### config.mk
export PLATFORM = sky130hd
export DESIGN_NAME = rainbow_wave_pixel_generator_unit
export DESIGN_NICKNAME = d
export VERILOG_FILES = /design/src/rtl/rwpg_pkg.sv /design/src/rtl/rainbow_wave_pixel_generator_unit.sv /design/src/rtl/rwpg_ctrl.sv /design/src/rtl/rwpg_datapath.sv
export VERILOG_INCLUDE_DIRS = /design/src /design/src/rtl
export SDC_FILE = /design/constraint.sdc
export NUM_CORES = 1
export LEC_CHECK = 0
export ABC_AREA = 1
export BUFFER_PORTS_ARGS = -buffer_cell sky130_fd_sc_hd__clkbuf_2
export CAP_MARGIN = 0
export CORE_MARGIN = 5
export CORE_UTILIZATION = 35
export DETAILED_ROUTE_END_ITERATION = 16
export PLACE_DENSITY = 0.57
export REMOVE_ABC_BUFFERS = 1
export SLEW_MARGIN = 20
export SYNTH_ARGS = -nofsm -noshare
export SYNTH_HDL_FRONTEND = slang
export SYNTH_SLANG_ARGS = --single-unit
export TNS_END_PERCENT = 1
### constraint.sdc
create_clock -name clk -period 4.65 [get_ports clk]
set_clock_uncertainty 0.15 [all_clocks]
set_input_delay 0.465 -clock clk [delete_from_list [all_inputs] [get_ports clk]]
set_output_delay 0.465 -clock clk [all_outputs]
set_load 0.1 [all_outputs]
### src/rtl/rainbow_wave_pixel_generator_unit_defines.svh
// Assertion macros shared by the rainbow wave pixel generator RTL.
// Included by the files that carry concurrent checks; no other dependencies.
`ifndef RAINBOW_WAVE_PIXEL_GENERATOR_UNIT_DEFINES_SVH
`define RAINBOW_WAVE_PIXEL_GENERATOR_UNIT_DEFINES_SVH

// same-cycle implication, disabled while reset is asserted
`define RWPG_ASSERT_NOW(name, cks, rstn, ante, cons) \
	name: assert property (@(posedge cks) disable iff (!rstn) (ante) |-> (cons)) \
		else $error("rwpg: same-cycle check failed");

// next-cycle implication, disabled while reset is asserted
`define RWPG_ASSERT_NEXT(name, cks, rstn, ante, cons) \
	name: assert property (@(posedge cks) disable iff (!rstn) (ante) |=> (cons)) \
		else $error("rwpg: next-cycle check failed");

`endif

### src/rtl/rwpg_pkg.sv
// Shared types and constants for the rainbow wave pixel generator.
// No dependencies; imported by the controller, datapath and top level.
`default_nettype none

package rwpg_pkg;

	localparam int LEDS_DEF     = 12;
	localparam int IDX_W        = 6;
	localparam int HUE_W        = 9;
	localparam int CH_W         = 8;
	localparam int PCT_W        = 7;
	localparam int CFG_IDX_W    = 2;
	localparam int CFG_DATA_W   = 9;
	// cycles for the brightness/saturation derived levels to settle
	localparam int SETUP_CYCLES = 5;

	typedef enum logic [CFG_IDX_W-1:0] {
		REG_SATURATION = 2'd0,
		REG_BRIGHTNESS = 2'd1,
		REG_HUE_STEP   = 2'd2
	} cfg_reg_t;

	typedef enum logic [2:0] {
		ST_IDLE  = 3'b001,
		ST_SETUP = 3'b010,
		ST_RUN   = 3'b100
	} rwpg_state_t;

	typedef struct packed {
		logic             start;
		logic             issue;
		logic             last;
		logic [IDX_W-1:0] idx;
	} rwpg_cmd_t;

	typedef struct packed {
		logic adv;
	} rwpg_status_t;

endpackage

`default_nettype wire

### src/rtl/rainbow_wave_pixel_generator_unit.sv
// Rainbow wave pixel generator: an animated hue wheel across an LED strip.
// Input channel in_valid/in_ready carries frame_tick; each tick of 1 starts one frame,
// a tick of 0 is transferred and dropped without output.
// Output channel out_valid/out_ready carries one pixel per transfer: led_index,
// red, green, blue and last_pixel, which marks the final LED of the frame.
// Configuration: cfg_write with cfg_index 0 saturation, 1 brightness, 2 hue_step;
// the user must write them only while no frame is in flight; the block does not enforce this.
// After the tick transfer the level setup runs, then the first pixel passes the pixel pipeline.
// Throughput: one pixel per cycle while out_ready is held high; the input takes a new tick
// only once the level setup and the pixel issue loop of the previous frame are done.
// A stalled receiver freezes the whole five-stage pixel pipeline; nothing is dropped.
// Reset: saturation 100, brightness 20, hue_step 2, base hue 0, pipeline empty.
// Depends on rwpg_pkg, rwpg_ctrl and rwpg_datapath.
`default_nettype none

module rainbow_wave_pixel_generator_unit import rwpg_pkg::*; #(
	parameter int LEDS = LEDS_DEF
) (
	input  wire logic                  clk,
	input  wire logic                  arst_n,
	input  wire logic                  cfg_write,
	input  wire logic [CFG_IDX_W-1:0]  cfg_index,
	input  wire logic [CFG_DATA_W-1:0] cfg_data,
	input  wire logic                  in_valid,
	output logic                       in_ready,
	input  wire logic                  frame_tick,
	output logic                       out_valid,
	input  wire logic                  out_ready,
	output logic [IDX_W-1:0]           led_index,
	output logic [CH_W-1:0]            red,
	output logic [CH_W-1:0]            green,
	output logic [CH_W-1:0]            blue,
	output logic                       last_pixel
);

	rwpg_cmd_t    cmd;
	rwpg_status_t status;

	rwpg_ctrl #(
		.LEDS(LEDS)
	) u_ctrl (
		.clk       (clk),
		.arst_n    (arst_n),
		.in_valid  (in_valid),
		.in_ready  (in_ready),
		.frame_tick(frame_tick),
		.status    (status),
		.cmd       (cmd)
	);

	rwpg_datapath #(
		.LEDS(LEDS)
	) u_datapath (
		.clk       (clk),
		.arst_n    (arst_n),
		.cfg_write (cfg_write),
		.cfg_index (cfg_index),
		.cfg_data  (cfg_data),
		.cmd       (cmd),
		.status    (status),
		.out_valid (out_valid),
		.out_ready (out_ready),
		.led_index (led_index),
		.red       (red),
		.green     (green),
		.blue      (blue),
		.last_pixel(last_pixel)
	);

endmodule

`default_nettype wire

### src/rtl/rwpg_ctrl.sv
// Frame sequencer for the rainbow wave pixel generator.
// Depends on rwpg_pkg and the assertion macros header.
`default_nettype none
`include "rainbow_wave_pixel_generator_unit_defines.svh"

module rwpg_ctrl import rwpg_pkg::*; #(
	parameter int LEDS = LEDS_DEF
) (
	input  wire logic         clk,
	input  wire logic         arst_n,
	input  wire logic         in_valid,
	output logic              in_ready,
	input  wire logic         frame_tick,
	input  wire rwpg_status_t status,
	output rwpg_cmd_t         cmd
);

	localparam int               CNT_W    = $clog2(SETUP_CYCLES + 1);
	localparam logic [IDX_W-1:0] LAST_IDX = IDX_W'(LEDS - 1);

	rwpg_state_t      state_q;
	logic [CNT_W-1:0] cnt_q;
	logic [IDX_W-1:0] idx_q;

	assign in_ready  = (state_q == ST_IDLE);
	assign cmd.start = (state_q == ST_SETUP);
	assign cmd.issue = (state_q == ST_RUN) && status.adv;
	assign cmd.last  = (idx_q == LAST_IDX);
	assign cmd.idx   = idx_q;

	always_ff @(posedge clk or negedge arst_n) begin
		if (!arst_n) begin
			state_q <= ST_IDLE;
			cnt_q   <= '0;
			idx_q   <= '0;
		end else begin
			case (state_q)
				ST_IDLE: begin
					// a zero tick is taken and dropped
					if (in_valid && frame_tick) begin
						state_q <= ST_SETUP;
						cnt_q   <= '0;
						idx_q   <= '0;
					end
				end
				ST_SETUP: begin
					if (cnt_q == CNT_W'(SETUP_CYCLES - 1)) begin
						state_q <= ST_RUN;
					end else begin
						cnt_q <= cnt_q + 1'b1;
					end
				end
				ST_RUN: begin
					if (status.adv) begin
						if (idx_q == LAST_IDX) begin
							state_q <= ST_IDLE;
						end else begin
							idx_q <= idx_q + 1'b1;
						end
					end
				end
				default: begin
					state_q <= ST_IDLE;
				end
			endcase
		end
	end

	`RWPG_ASSERT_NOW(a_issue_in_run, clk, arst_n, cmd.issue, (state_q == ST_RUN) && status.adv)
	`RWPG_ASSERT_NEXT(a_last_ends_frame, clk, arst_n, cmd.issue && cmd.last, state_q == ST_IDLE)
	`RWPG_ASSERT_NEXT(a_tick_starts_setup, clk, arst_n, in_valid && in_ready && frame_tick, state_q == ST_SETUP)

endmodule

`default_nettype wire

### src/rtl/rwpg_datapath.sv
// Config registers, derived levels, hue walk and HSV pixel pipeline.
// Depends on rwpg_pkg; driven by rwpg_ctrl through the command struct.
`default_nettype none

module rwpg_datapath import rwpg_pkg::*; #(
	parameter int LEDS = LEDS_DEF
) (
	input  wire logic                  clk,
	input  wire logic                  arst_n,
	input  wire logic                  cfg_write,
	input  wire logic [CFG_IDX_W-1:0]  cfg_index,
	input  wire logic [CFG_DATA_W-1:0] cfg_data,
	input  wire rwpg_cmd_t             cmd,
	output rwpg_status_t               status,
	output logic                       out_valid,
	input  wire logic                  out_ready,
	output logic [IDX_W-1:0]           led_index,
	output logic [CH_W-1:0]            red,
	output logic [CH_W-1:0]            green,
	output logic [CH_W-1:0]            blue,
	output logic                       last_pixel
);

	localparam int STEP_Q = 360 / LEDS;
	localparam int STEP_R = 360 % LEDS;
	// 5243 / 2^19 and 17477 / 2^20: exact floors of /100 and /60 over the operand ranges used
	localparam logic [12:0] RECIP_100 = 13'd5243;
	localparam logic [14:0] RECIP_60  = 15'd17477;

	logic [PCT_W-1:0] sat_q, bright_q;
	logic [HUE_W-1:0] step_q, base_q;

	// derived levels
	logic [14:0]     prod_b_q, prod_l_q;
	logic [27:0]     peak_full, low_full;
	logic [CH_W-1:0] peak_q, low_q, span_q;
	logic [PCT_W-1:0] inv_sat;

	// hue walk
	logic [HUE_W-1:0] off_q;
	logic [6:0]       rem_q, rem_sum;
	logic             rem_wrap;
	logic [HUE_W:0]   base_next, hue_sum;

	// pixel pipeline
	logic             adv;
	logic             v_s1, v_s2, v_s3, v_s4, out_valid_q;
	logic [IDX_W-1:0] idx_s1, idx_s2, idx_s3, idx_s4, led_index_q;
	logic             last_s1, last_s2, last_s3, last_s4, last_pixel_q;
	logic [HUE_W-1:0] hue_s1;
	logic [2:0]       sec_c, sec_s2, sec_s3, sec_s4;
	logic [5:0]       mod_c, mod_s2;
	logic [13:0]      prod_s3;
	logic [28:0]      adj_full;
	logic [CH_W-1:0]  adj_s4, red_q, green_q, blue_q;
	logic [CH_W-1:0]  r_c, g_c, b_c;

	always_ff @(posedge clk or negedge arst_n) begin
		if (!arst_n) begin
			sat_q    <= PCT_W'(100);
			bright_q <= PCT_W'(20);
			step_q   <= HUE_W'(2);
		end else if (cfg_write) begin
			case (cfg_reg_t'(cfg_index))
				REG_SATURATION: sat_q    <= cfg_data[PCT_W-1:0];
				REG_BRIGHTNESS: bright_q <= cfg_data[PCT_W-1:0];
				REG_HUE_STEP:   step_q   <= cfg_data[HUE_W-1:0];
				default: ;
			endcase
		end
	end

	// peak and floor levels follow the config registers continuously
	assign inv_sat   = (sat_q > PCT_W'(100)) ? '0 : PCT_W'(7'd100 - sat_q);
	assign peak_full = 28'(prod_b_q) * 28'(RECIP_100);
	assign low_full  = 28'(prod_l_q) * 28'(RECIP_100);

	always_ff @(posedge clk) begin
		prod_b_q <= {bright_q, 8'h00} - 15'(bright_q);
		peak_q   <= (peak_full[27:19] > 9'd255) ? 8'hFF : peak_full[26:19];
		prod_l_q <= 15'(peak_q) * 15'(inv_sat);
		low_q    <= low_full[26:19];
		span_q   <= peak_q - low_q;
	end

	assign rem_sum   = rem_q + 7'(STEP_R);
	assign rem_wrap  = (rem_sum >= 7'(LEDS));
	assign base_next = {1'b0, base_q} + {1'b0, step_q};

	always_ff @(posedge clk or negedge arst_n) begin
		if (!arst_n) begin
			base_q <= '0;
			off_q  <= '0;
			rem_q  <= '0;
		end else begin
			if (cmd.start) begin
				off_q <= '0;
				rem_q <= '0;
			end else if (cmd.issue) begin
				off_q <= off_q + HUE_W'(STEP_Q) + HUE_W'(rem_wrap);
				rem_q <= rem_wrap ? (rem_sum - 7'(LEDS)) : rem_sum;
			end
			// the sum is not wrapped: reaching a full turn restarts at zero
			if (cmd.issue && cmd.last) begin
				base_q <= (base_next >= 10'd360) ? '0 : base_next[HUE_W-1:0];
			end
		end
	end

	assign adv        = !out_valid_q || out_ready;
	assign status.adv = adv;
	assign hue_sum    = {1'b0, base_q} + {1'b0, off_q};

	always_comb begin
		if (hue_s1 >= 9'd300) begin
			sec_c = 3'd5;
			mod_c = 6'(hue_s1 - 9'd300);
		end else if (hue_s1 >= 9'd240) begin
			sec_c = 3'd4;
			mod_c = 6'(hue_s1 - 9'd240);
		end else if (hue_s1 >= 9'd180) begin
			sec_c = 3'd3;
			mod_c = 6'(hue_s1 - 9'd180);
		end else if (hue_s1 >= 9'd120) begin
			sec_c = 3'd2;
			mod_c = 6'(hue_s1 - 9'd120);
		end else if (hue_s1 >= 9'd60) begin
			sec_c = 3'd1;
			mod_c = 6'(hue_s1 - 9'd60);
		end else begin
			sec_c = 3'd0;
			mod_c = 6'(hue_s1);
		end
	end

	assign adj_full = 29'(prod_s3) * 29'(RECIP_60);

	always_comb begin
		case (sec_s4)
			3'd0: begin
				r_c = peak_q;          g_c = low_q + adj_s4;  b_c = low_q;
			end
			3'd1: begin
				r_c = peak_q - adj_s4; g_c = peak_q;          b_c = low_q;
			end
			3'd2: begin
				r_c = low_q;           g_c = peak_q;          b_c = low_q + adj_s4;
			end
			3'd3: begin
				r_c = low_q;           g_c = peak_q - adj_s4; b_c = peak_q;
			end
			3'd4: begin
				r_c = low_q + adj_s4;  g_c = low_q;           b_c = peak_q;
			end
			default: begin
				r_c = peak_q;          g_c = low_q;           b_c = peak_q - adj_s4;
			end
		endcase
	end

	always_ff @(posedge clk or negedge arst_n) begin
		if (!arst_n) begin
			v_s1        <= 1'b0;
			v_s2        <= 1'b0;
			v_s3        <= 1'b0;
			v_s4        <= 1'b0;
			out_valid_q <= 1'b0;
		end else if (adv) begin
			v_s1        <= cmd.issue;
			v_s2        <= v_s1;
			v_s3        <= v_s2;
			v_s4        <= v_s3;
			out_valid_q <= v_s4;
		end
	end

	always_ff @(posedge clk) begin
		if (adv) begin
			idx_s1       <= cmd.idx;
			last_s1      <= cmd.last;
			hue_s1       <= (hue_sum >= 10'd360) ? HUE_W'(hue_sum - 10'd360) : hue_sum[HUE_W-1:0];
			idx_s2       <= idx_s1;
			last_s2      <= last_s1;
			sec_s2       <= sec_c;
			mod_s2       <= mod_c;
			idx_s3       <= idx_s2;
			last_s3      <= last_s2;
			sec_s3       <= sec_s2;
			prod_s3      <= 14'(span_q) * 14'(mod_s2);
			idx_s4       <= idx_s3;
			last_s4      <= last_s3;
			sec_s4       <= sec_s3;
			adj_s4       <= adj_full[27:20];
			led_index_q  <= idx_s4;
			last_pixel_q <= last_s4;
			red_q        <= r_c;
			green_q      <= g_c;
			blue_q       <= b_c;
		end
	end

	assign out_valid  = out_valid_q;
	assign led_index  = led_index_q;
	assign last_pixel = last_pixel_q;
	assign red        = red_q;
	assign green      = green_q;
	assign blue       = blue_q;

endmodule

`default_nettype wire
==> results of run 1 <==
==> what timing repair did <==
action | CTS | global route
endpoints found under the hold margin | 58 | 0
endpoints found under the setup margin | 12 | 23
pin swaps | 32 | 9
buffers inserted | 13 | 2
gates resized for setup | 72 | 37
hold buffers | 3 | 0
==> final cells by class <==
| class | count | area share |
|---|---|---|
| flip-flops and latches | 222 | 0.2127 |
| well taps | 931 | 0.04240 |
| clock inverters | 13 | 0.004600 |
| clock buffers | 31 | 0.02446 |
| inverters | 637 | 0.08731 |
| repair buffers | 135 | 0.03443 |
| multi-input cells | 2014 | 0.5941 |
==> cell usage in the layout (no fill, tap or decap), types with 4 or more instances in the layout <==
| cell type | synthesis | layout |
|---|---|---|
| a21o_1 | 12 | 12 |
| a21oi_1 | 117 | 109 |
| a21oi_2 | 2 | 7 |
| a21oi_4 | 1 | 4 |
| a31oi_1 | 13 | 13 |
| buf_4 | 1 | 75 |
| buf_6 | 0 | 6 |
| clkbuf_16 | 0 | 25 |
| clkbuf_2 | 0 | 48 |
| clkinv_2 | 0 | 5 |
| dfrtp_1 | 56 | 56 |
| dfstp_2 | 7 | 7 |
| dfxtp_1 | 54 | 39 |
| dfxtp_2 | 0 | 13 |
| edfxtp_1 | 105 | 105 |
| fa_1 | 216 | 216 |
| ha_1 | 395 | 385 |
| ha_4 | 0 | 9 |
| inv_1 | 621 | 607 |
| inv_2 | 15 | 27 |
| nand2_1 | 595 | 584 |
| nand2_2 | 10 | 17 |
| nand2_4 | 1 | 5 |
| nand3_1 | 146 | 141 |
| nand3_4 | 1 | 7 |
| nand3b_1 | 6 | 6 |
| nand4_1 | 49 | 49 |
| nor2_1 | 200 | 188 |
| nor2_2 | 5 | 13 |
| nor2_4 | 2 | 6 |
| nor3_1 | 19 | 19 |
| o2111ai_1 | 10 | 10 |
| o211ai_1 | 4 | 4 |
| o21a_1 | 5 | 5 |
| o21ai_0 | 85 | 83 |
| o21bai_1 | 13 | 13 |
| xnor2_1 | 16 | 16 |
| xor2_1 | 55 | 55 |
==> per-layer routing <==
layer  vias to the layer above  track usage  share of wire
met4                         0      0.02456          0.016
met2                       267       0.2417           0.46
met5                         -            0              0
met1                      8527       0.2117           0.49
li1                       9478            -              -
met3                        58      0.01543          0.032
==> through the flow <==
stage / hold WS [ns] / area, um2 / worst slack, ns / cells
3_3_place_gp: 0.2511 / 26120 / -0.3710 / 3922
4_1_cts: 0.04221 / 27330 / -0.0005391 / 3981
6_report: 0.07242 / 27470 / -0.05081 / 3983
2_1_floorplan: 0.01941 / 24180 / -0.2760 / 2873
3_5_place_dp: 0.2545 / 26120 / -0.4143 / 3922
5_1_grt: 0.06480 / 27470 / -0.2289 / 3983
==> sequential cells by signal (all words and copies together) (netlist names), 9 cells and up <==
register             count
u_datapath.hue_s1        9
u_datapath.prod_b_q     15
u_datapath.base_q        9
u_datapath.prod_s3      14
u_datapath.prod_l_q     15
u_datapath.step_q        9
u_datapath.off_q         9
==> cells by family after synthesis <==
| group | after synthesis | share of synthesized area |
|---|---|---|
| compound gates | 277 | 0.06516 |
| xor+xnor | 71 | 0.02564 |
| fa+ha+maj | 611 | 0.3821 |
| buf+inv | 654 | 0.1018 |
| flops | 222 | 0.2400 |
| mux | 2 | 0.0009286 |
| simple gates | 1053 | 0.1844 |
==> worst register-to-register path, delay by kind of cell, from the launching register on <==
family	cells	cell delay [ns]
fa+ha+maj	5	2.35
simple gates	9	0.96
flops	1	0.53
buf+inv	5	0.23
compound gates	2	0.20
xor+xnor	1	0.15
==> worst paths after layout <==
kind                            cells past startpoint            startpoint                 endpoint  slack [ns]
max in group asynchronous                           3                arst_n     u_datapath.step_q[6]        3.32
worst min-delay path                                4             out_ready          u_datapath.v_s3        0.07
worst min register to register                      0  u_datapath.idx_s3[2]     u_datapath.idx_s4[2]        0.27
min in group asynchronous                           3                arst_n      u_datapath.rem_q[4]        0.49
worst max-delay path                               22   u_datapath.sat_q[2]  u_datapath.prod_l_q[11]       -0.05
worst max register to register                     22   u_datapath.sat_q[2]  u_datapath.prod_l_q[11]       -0.05
==> metrics.txt, run 1 <==
Worst-path clk slew 0.06 ns; overall track demand over capacity in global routing 0.1463; unrepaired setup endpoints after global routing true; Final Max Slew Viols 0; Vias/cell 4.602; Pre-Repair DR Iteration Count 5; crit path DAT 4.98 ns; failing checks setup timing; Net count, final 3662; Seq cells post-synth 222; slowest CP cell fa_1; H-tree levels 1; Port Buffers 49; delay of the slowest critical-path stage 0.54 ns; post-synthesis sequential area ratio 0.2400; I/O pin cnt 50; TNS Setup -0.1260 ns; Bufs and invs on worst path 5; ratio of cells with drive above 1 in the final layout 0.1019; DIE WIDTH 273.2 um; DR iter-0 viols 867; Layout area overhead 13.28%; CP Max Fanout 3; top post-synthesis cells by count inv_1, nand2_1, ha_1; Skew-Pair Late Insertion Delay 0.55 ns; initial antenna violation count 0; worst path required time 4.93 ns; top cell type's share of synthesized area 0.2038; Remaining DRCs 0; chip height 273.2 um; Fmax 0.2127 GHz; antenna-violating nets left 0; Inserted Clock Buffers 24; post-synth cell types 53; final hold vios 0; pin slew with the least headroom to its limit 0.8431 ns; core area 68710 um2; Slew HR 0.4379; Clock Root Buffer clkbuf_16; Finish-stage setup viols 4; largest net degree at the start of global routing 66; YS warnings 0; GP Congestion 0.8851; Mapped Area 24250 um2; gr ovfl total 0; Final Cycle Share 1.011; area of the multi-input gates 16320 um2; min setup slack post-route -0.05081 ns; cell accounting for the most synthesized area ha_1; DPL Wire Length 45750 um; min Tclk post-route 4.701 ns; CP cell instances inv_2 > or2_4 > nand3_4 > nand2_2 > or2_4 > nand3_4 > nor2_4 > fa_1 > inv_2 > fa_1 > inv_2 > fa_1 > inv_1 > fa_1 > inv_2 > ha_4 > nand2_4 > o21ai_4 > a21oi_2 > nor2_1 > nor2_1 > xor2_1; post-layout util 0.3999; die footprint 74650 um2; Synth area leaders ha_1, fa_1, edfxtp_1, inv_1, nand2_1; delay-heaviest family, CP adder cells; FF/Latch Area 5843 um2; drt total wl 54390 um; Via Count 18330; first-pass GRT wire length 91520 um; maxcap violations 0; Gate Count Post-Synth 2890; status finished with violations; syn avg cell area 8.392 um2; Setup CP Type reg2reg; Critical Path End Type flop; Sink Count 222; worst hold path class in2reg; drt wl/cell 13.66 um; Initial Utilization 0.3530; Primary FF master, synth edfxtp_1; FILL cells 7051; Critical Path Start Type flop; vias in the first global route 18340; # diodes 0; EDFF count, synth 105; most numerous cell in the Yosys netlist inv_1; fraction of registers with async set/reset 0.2838; row count 96; CTS tree yes; Longest Clk Path Bufs 3
Power of run 1 is not shown: default switching activity piles up to over one toggle a cycle in this logic, so the estimate is an artifact.
==> inputs of run 2 (changes only) <==
--- a/config.mk
+++ b/config.mk
@@ -9,10 +9,12 @@
 export ABC_AREA = 1
 export BUFFER_PORTS_ARGS = -buffer_cell sky130_fd_sc_hd__clkbuf_2
 export CAP_MARGIN = 0
+export CELL_PAD_IN_SITES_DETAIL_PLACEMENT = 1
+export CELL_PAD_IN_SITES_GLOBAL_PLACEMENT = 1
 export CORE_MARGIN = 5
 export CORE_UTILIZATION = 35
 export DETAILED_ROUTE_END_ITERATION = 16
-export PLACE_DENSITY = 0.57
+export PLACE_DENSITY = 0.69
 export REMOVE_ABC_BUFFERS = 1
 export SLEW_MARGIN = 20
 export SYNTH_ARGS = -nofsm -noshare
==> run 2 against run 1 <==
  * The flow still finishes with violations (setup timing)
  * Via count increased by 5.5%
  * First-iteration DRC count decreased by 16%
  * Final cell count is essentially flat
  * Global-route usage up 2.9 points
  * Sequential share of layout area fell by 0.050 points
  * Largest cell class unchanged
  * Register-to-register slack lost 0.08 ns
  * Highest routed layer unchanged
  * Non-clock buffer count increased by 1
  * Clock-buffer cell count decreased by 4
  * Die area unchanged
  * Critical path depth stayed put
  * Utilization hardly changed
==> metrics.txt, run 2 (synthesis results as in run 1) <==
final hold vios 0; antenna-violating nets left 0; CP Max Fanout 5; wl on met1 29120 um; FILL cells 8237; Worst-path clk slew 0.07 ns; # diodes 0; first-pass GRT wire length 108900 um; Final Cycle Share 1.028; largest net degree at the start of global routing 78; Net count, final 3664; commonest non-fill, non-tap cell in the layout inv_1; Vias/cell 4.850; failing checks setup timing; Critical Path Start Type flop; unrepaired setup endpoints after global routing true; Port Buffers 49; H-tree levels 1; Pre-Repair DR Iteration Count 5; Setup CP Type reg2reg; vias in the first global route 21590; drt wl/cell 16.27 um; CP cell instances inv_2 > a21oi_2 > nor2_2 > nand2_2 > nand3_4 > buf_6 > nand2_8 > nor2_4 > fa_1 > inv_2 > fa_1 > inv_2 > fa_1 > inv_2 > fa_1 > inv_2 > ha_4 > a21oi_4 > o21ai_4 > nand2_1 > nand4_1 > xor2_1; routed wire length on met3 1759 um; highest-count cells in the layout ignoring fill and taps inv_1, nand2_1, ha_1; delay of the slowest critical-path stage 0.57 ns; crit path DAT 5.07 ns; Clock Root Buffer clkbuf_16; Longest Clk Path Bufs 3; DR iter-0 viols 732; ratio of cells with drive above 1 in the final layout 0.1034; GP Congestion 0.9234; min setup slack post-route -0.1315 ns; pin slew with the least headroom to its limit 0.9571 ns; Initial Utilization 0.3530; Critical Path End Type flop; gr ovfl total 0; CTS tree yes; row count 96; overall track demand over capacity in global routing 0.1749; worst hold path class in2reg; most frequent CP cell inv_2; Sink Count 222; Slew HR 0.3619; Remaining DRCs 0; fin area 27480 um2; Via Count 19330; registers with the most flip-flops u_datapath.prod_b_q: 15 flops, u_datapath.prod_l_q: 15 flops, u_datapath.prod_s3: 14 flops; Fmax 0.2091 GHz; Finish-stage setup viols 7; Layout area overhead 13.31%; slowest CP cell fa_1; worst path required time 4.94 ns; placed cell area 26170 um2; Inserted Clock Buffers 25; met2 wire length 32600 um; die footprint 74650 um2; drt total wl 64860 um; Final Max Slew Viols 0; chip height 273.2 um; min Tclk post-route 4.782 ns; I/O pin cnt 50; DIE WIDTH 273.2 um; DPL Wire Length 54590 um; status finished with violations; initial antenna violation count 0; DR top layer met4; Skew-Pair Late Insertion Delay 0.57 ns; maxcap violations 0; core area 68710 um2
run 2: final timing paths:
check	startpoint	end	slack (ns)	cells past startpoint
setup reg to reg	u_datapath.sat_q[2]	u_datapath.prod_l_q[13]	-0.13	22
hold reg to reg	u_datapath.last_s1	u_datapath.last_s2	0.27	0
setup / recovery	u_datapath.sat_q[2]	u_datapath.prod_l_q[13]	-0.13	22
min in group asynchronous	arst_n	u_datapath.step_q[7]	0.31	2
hold / removal	out_ready	u_datapath.v_s3	0.07	4
max in group asynchronous	arst_n	u_ctrl.state_q[0]	3.08	3
run 2: metal layers:
layer / GRT usage / vias to the layer above
li1: - / 9485
met1: 0.2286 / 9525
met3: 0.01569 / 85
met4: 0.03305 / 0
met5: 0 / -
met2: 0.3184 / 236
run 2: layout make-up:
cell class                 count  area [um2]  share of cell area
inverter                     637        2401             0.08738
sequential                   222        5831              0.2122
timing repair buffer         136       945.9             0.03442
clock inverter                19       146.4            0.005327
clock buffer                  27       633.1             0.02304
multi-input combinational   2014       16360              0.5953
tap                          931        1165             0.04239
run 2: what timing repair did:
action | CTS | global route
pin swaps | 36 | 20
endpoints found under the hold margin | 21 | 0
endpoints found under the setup margin | 14 | 26
setup buffers | 8 | 2
gates resized for setup | 74 | 38
hold buffers | 3 | 0
run 2: worst max-delay path, delay by kind of cell (launching register included):
family / cells / cell delay, ns
buffers and inverters: 6 / 0.40
DFF: 1 / 0.54
xor gates and xnor gates: 1 / 0.18
AOI/OAI and AO/OA: 3 / 0.37
adders and majority gates: 5 / 2.39
and+or+nand+nor: 7 / 0.62
run 2: through the flow:
step	utilization	setup slack [ns]	std cells	hold WS, ns	TNS [ns]
final	0.3999	-0.1315	3986	0.07049	-0.5112
after CTS	0.3978	-0.07379	3985	0.03118	-0.2531
after global placement	0.3808	-0.4004	3928	0.2528	-2.119
after floorplan	-	-0.2760	2873	0.01941	-1.233
after detailed placement	0.3808	-0.4585	3928	0.2565	-3.305
after global routing	0.3999	-0.3242	3986	0.04556	-3.304
Power of run 2 is left out for the same reason.
==> inputs of run 3 (changes only) <==
--- a/config.mk
+++ b/config.mk
@@ -12,9 +12,9 @@
 export CELL_PAD_IN_SITES_DETAIL_PLACEMENT = 1
 export CELL_PAD_IN_SITES_GLOBAL_PLACEMENT = 1
 export CORE_MARGIN = 5
-export CORE_UTILIZATION = 35
+export CORE_UTILIZATION = 45
 export DETAILED_ROUTE_END_ITERATION = 16
-export PLACE_DENSITY = 0.69
+export PLACE_DENSITY = 0.84
 export REMOVE_ABC_BUFFERS = 1
 export SLEW_MARGIN = 20
 export SYNTH_ARGS = -nofsm -noshare
==> run 3 against run 2 <==
  * The flow still finishes with violations (setup timing)
  * Worst setup slack got worse by 0.16 ns
  * Global-route usage increased by 6.6 points
  * Critical path depth increased by 3
  * Cell area decreased by 0.64%
  * Fmax decreased by 3.2%
  * Sequential cell count unchanged
  * Via count increased by 3.4%
  * Critical endpoint is now u_datapath.prod_l_q[14]
==> metrics.txt, run 3 (synthesis results as in run 1) <==
Longest Clk Path Bufs 3; Sink Count 222; initial antenna violation count 1; post-layout util 0.5094; Worst-path clk slew 0.07 ns; final hold vios 0; Pre-Repair DR Iteration Count 5; pin slew with the least headroom to its limit 0.8656 ns; Critical Path End Type flop; GP Congestion 0.9210; highest-count cells in the layout ignoring fill and taps inv_1, nand2_1, ha_1; CP Max Fanout 4; Vias/cell 5.337; registers with the most flip-flops u_datapath.prod_b_q: 15 flops, u_datapath.prod_l_q: 15 flops, u_datapath.prod_s3: 14 flops; H-tree levels 1; Fmax 0.2023 GHz; worst hold path class in2reg; Skew-Pair Late Insertion Delay 0.58 ns; Inserted Clock Buffers 26; Layout area overhead 12.58%; Initial Utilization 0.4525; placed cell area 25770 um2; CTS tree yes; Final Max Slew Viols 0; Clock Root Buffer clkbuf_16; Port Buffers 49; Final Cycle Share 1.063; first-pass GRT wire length 116900 um; status finished with violations; DIE WIDTH 242.2 um; unrepaired setup endpoints after global routing true; chip height 242.2 um; DR iter-0 viols 867; WHS 0.05217 ns; Via Count 19990; gr ovfl total 0; Finish-stage setup viols 9; drt total wl 71420 um; die footprint 58640 um2; Setup CP Type reg2reg; slowest CP cell fa_1; worst path required time 4.93 ns; min setup slack post-route -0.2921 ns; failing checks setup timing; maxcap violations 0; Remaining DRCs 0; drt wl/cell 19.07 um; I/O pin cnt 50; crit path DAT 5.23 ns; delay-heaviest family, CP adder cells; Bufs and invs on worst path 9; commonest non-fill, non-tap cell in the layout inv_1; antenna-violating nets left 0; delay of the slowest critical-path stage 0.53 ns; core area 53600 um2; Net count, final 3658; Slew HR 0.4229; row count 85; # diodes 0; fin area 27300 um2; overall track demand over capacity in global routing 0.2410; min Tclk post-route 4.942 ns; Critical Path Start Type flop; ratio of cells with drive above 1 in the final layout 0.1069; largest net degree at the start of global routing 70; vias in the first global route 22950; DPL Wire Length 57640 um
==> run 3: routing by layer <==
layer,track usage,share of wire
met1,0.2803,0.40
met3,0.03597,0.042
met4,0.06865,0.031
met5,0,0.000098
met2,0.4592,0.53
==> run 3: stage by stage <==
| step | setup WS, ns | setup TNS, ns | instances |
|---|---|---|---|
| final | -0.2921 | -2.098 | 3746 |
| after global routing | -0.4612 | -4.723 | 3746 |
| after CTS | -0.1555 | -0.8753 | 3745 |
| after detailed placement | -0.5773 | -4.522 | 3681 |
| after global placement | -0.3815 | -2.099 | 3681 |
| after floorplan | -0.2760 | -1.233 | 2873 |
==> run 3: worst register-to-register path, stage by stage, from the launching register on <==
cell and delay (ns):
dfrtp_1 0.40, inv_2 0.11, buf_6 0.12, a21oi_2 0.06, nor2_2 0.15, nand2_2 0.09
nand3_4 0.12, buf_6 0.12, inv_4 0.04, a21oi_4 0.19, buf_4 0.15, buf_4 0.11
nand2_1 0.07, fa_1 0.46, inv_1 0.08, ha_1 0.18, inv_2 0.06, fa_1 0.53
fa_1 0.53, inv_2 0.05, ha_4 0.24, a21o_1 0.22, a31o_4 0.24, nand3_1 0.09
nand3_1 0.09, xor2_1 0.17
==> run 3: final timing paths <==
path | start | end | slack (ns) | cells past startpoint
setup / recovery | u_datapath.sat_q[0] | u_datapath.prod_l_q[14] | -0.29 | 25
hold / removal | cfg_data[4] | u_datapath.bright_q[4] | 0.05 | 3
setup reg to reg | u_datapath.sat_q[0] | u_datapath.prod_l_q[14] | -0.29 | 25
hold reg to reg | u_datapath.last_s3 | u_datapath.last_s4 | 0.27 | 0
max in group asynchronous | arst_n | u_datapath.sat_q[6] | 3.06 | 3
min in group asynchronous | arst_n | u_datapath.rem_q[2] | 0.32 | 2
==> run 3: final cells by class <==
type                            instances  area (um2)
Fill cell                            6460       26300
Multi-Input combinational cell       2014       16370
Sequential cell                       222        5853
Inverter                              637        2399
Timing Repair Buffer                  129       875.8
Tap cell                              696       870.8
Clock buffer                           32       715.7
Clock inverter                         16       221.5
==> run 3: what timing repair did <==
item / CTS / global route
setup buffers: 13 / 1
endpoints found under the hold margin: 26 / 0
pin swaps: 39 / 12
hold buffers: 3 / 0
gates cloned: 0 / 0
gates resized for setup: 78 / 51
endpoints found under the setup margin: 20 / 30
Power of run 3 is left out for the same reason.
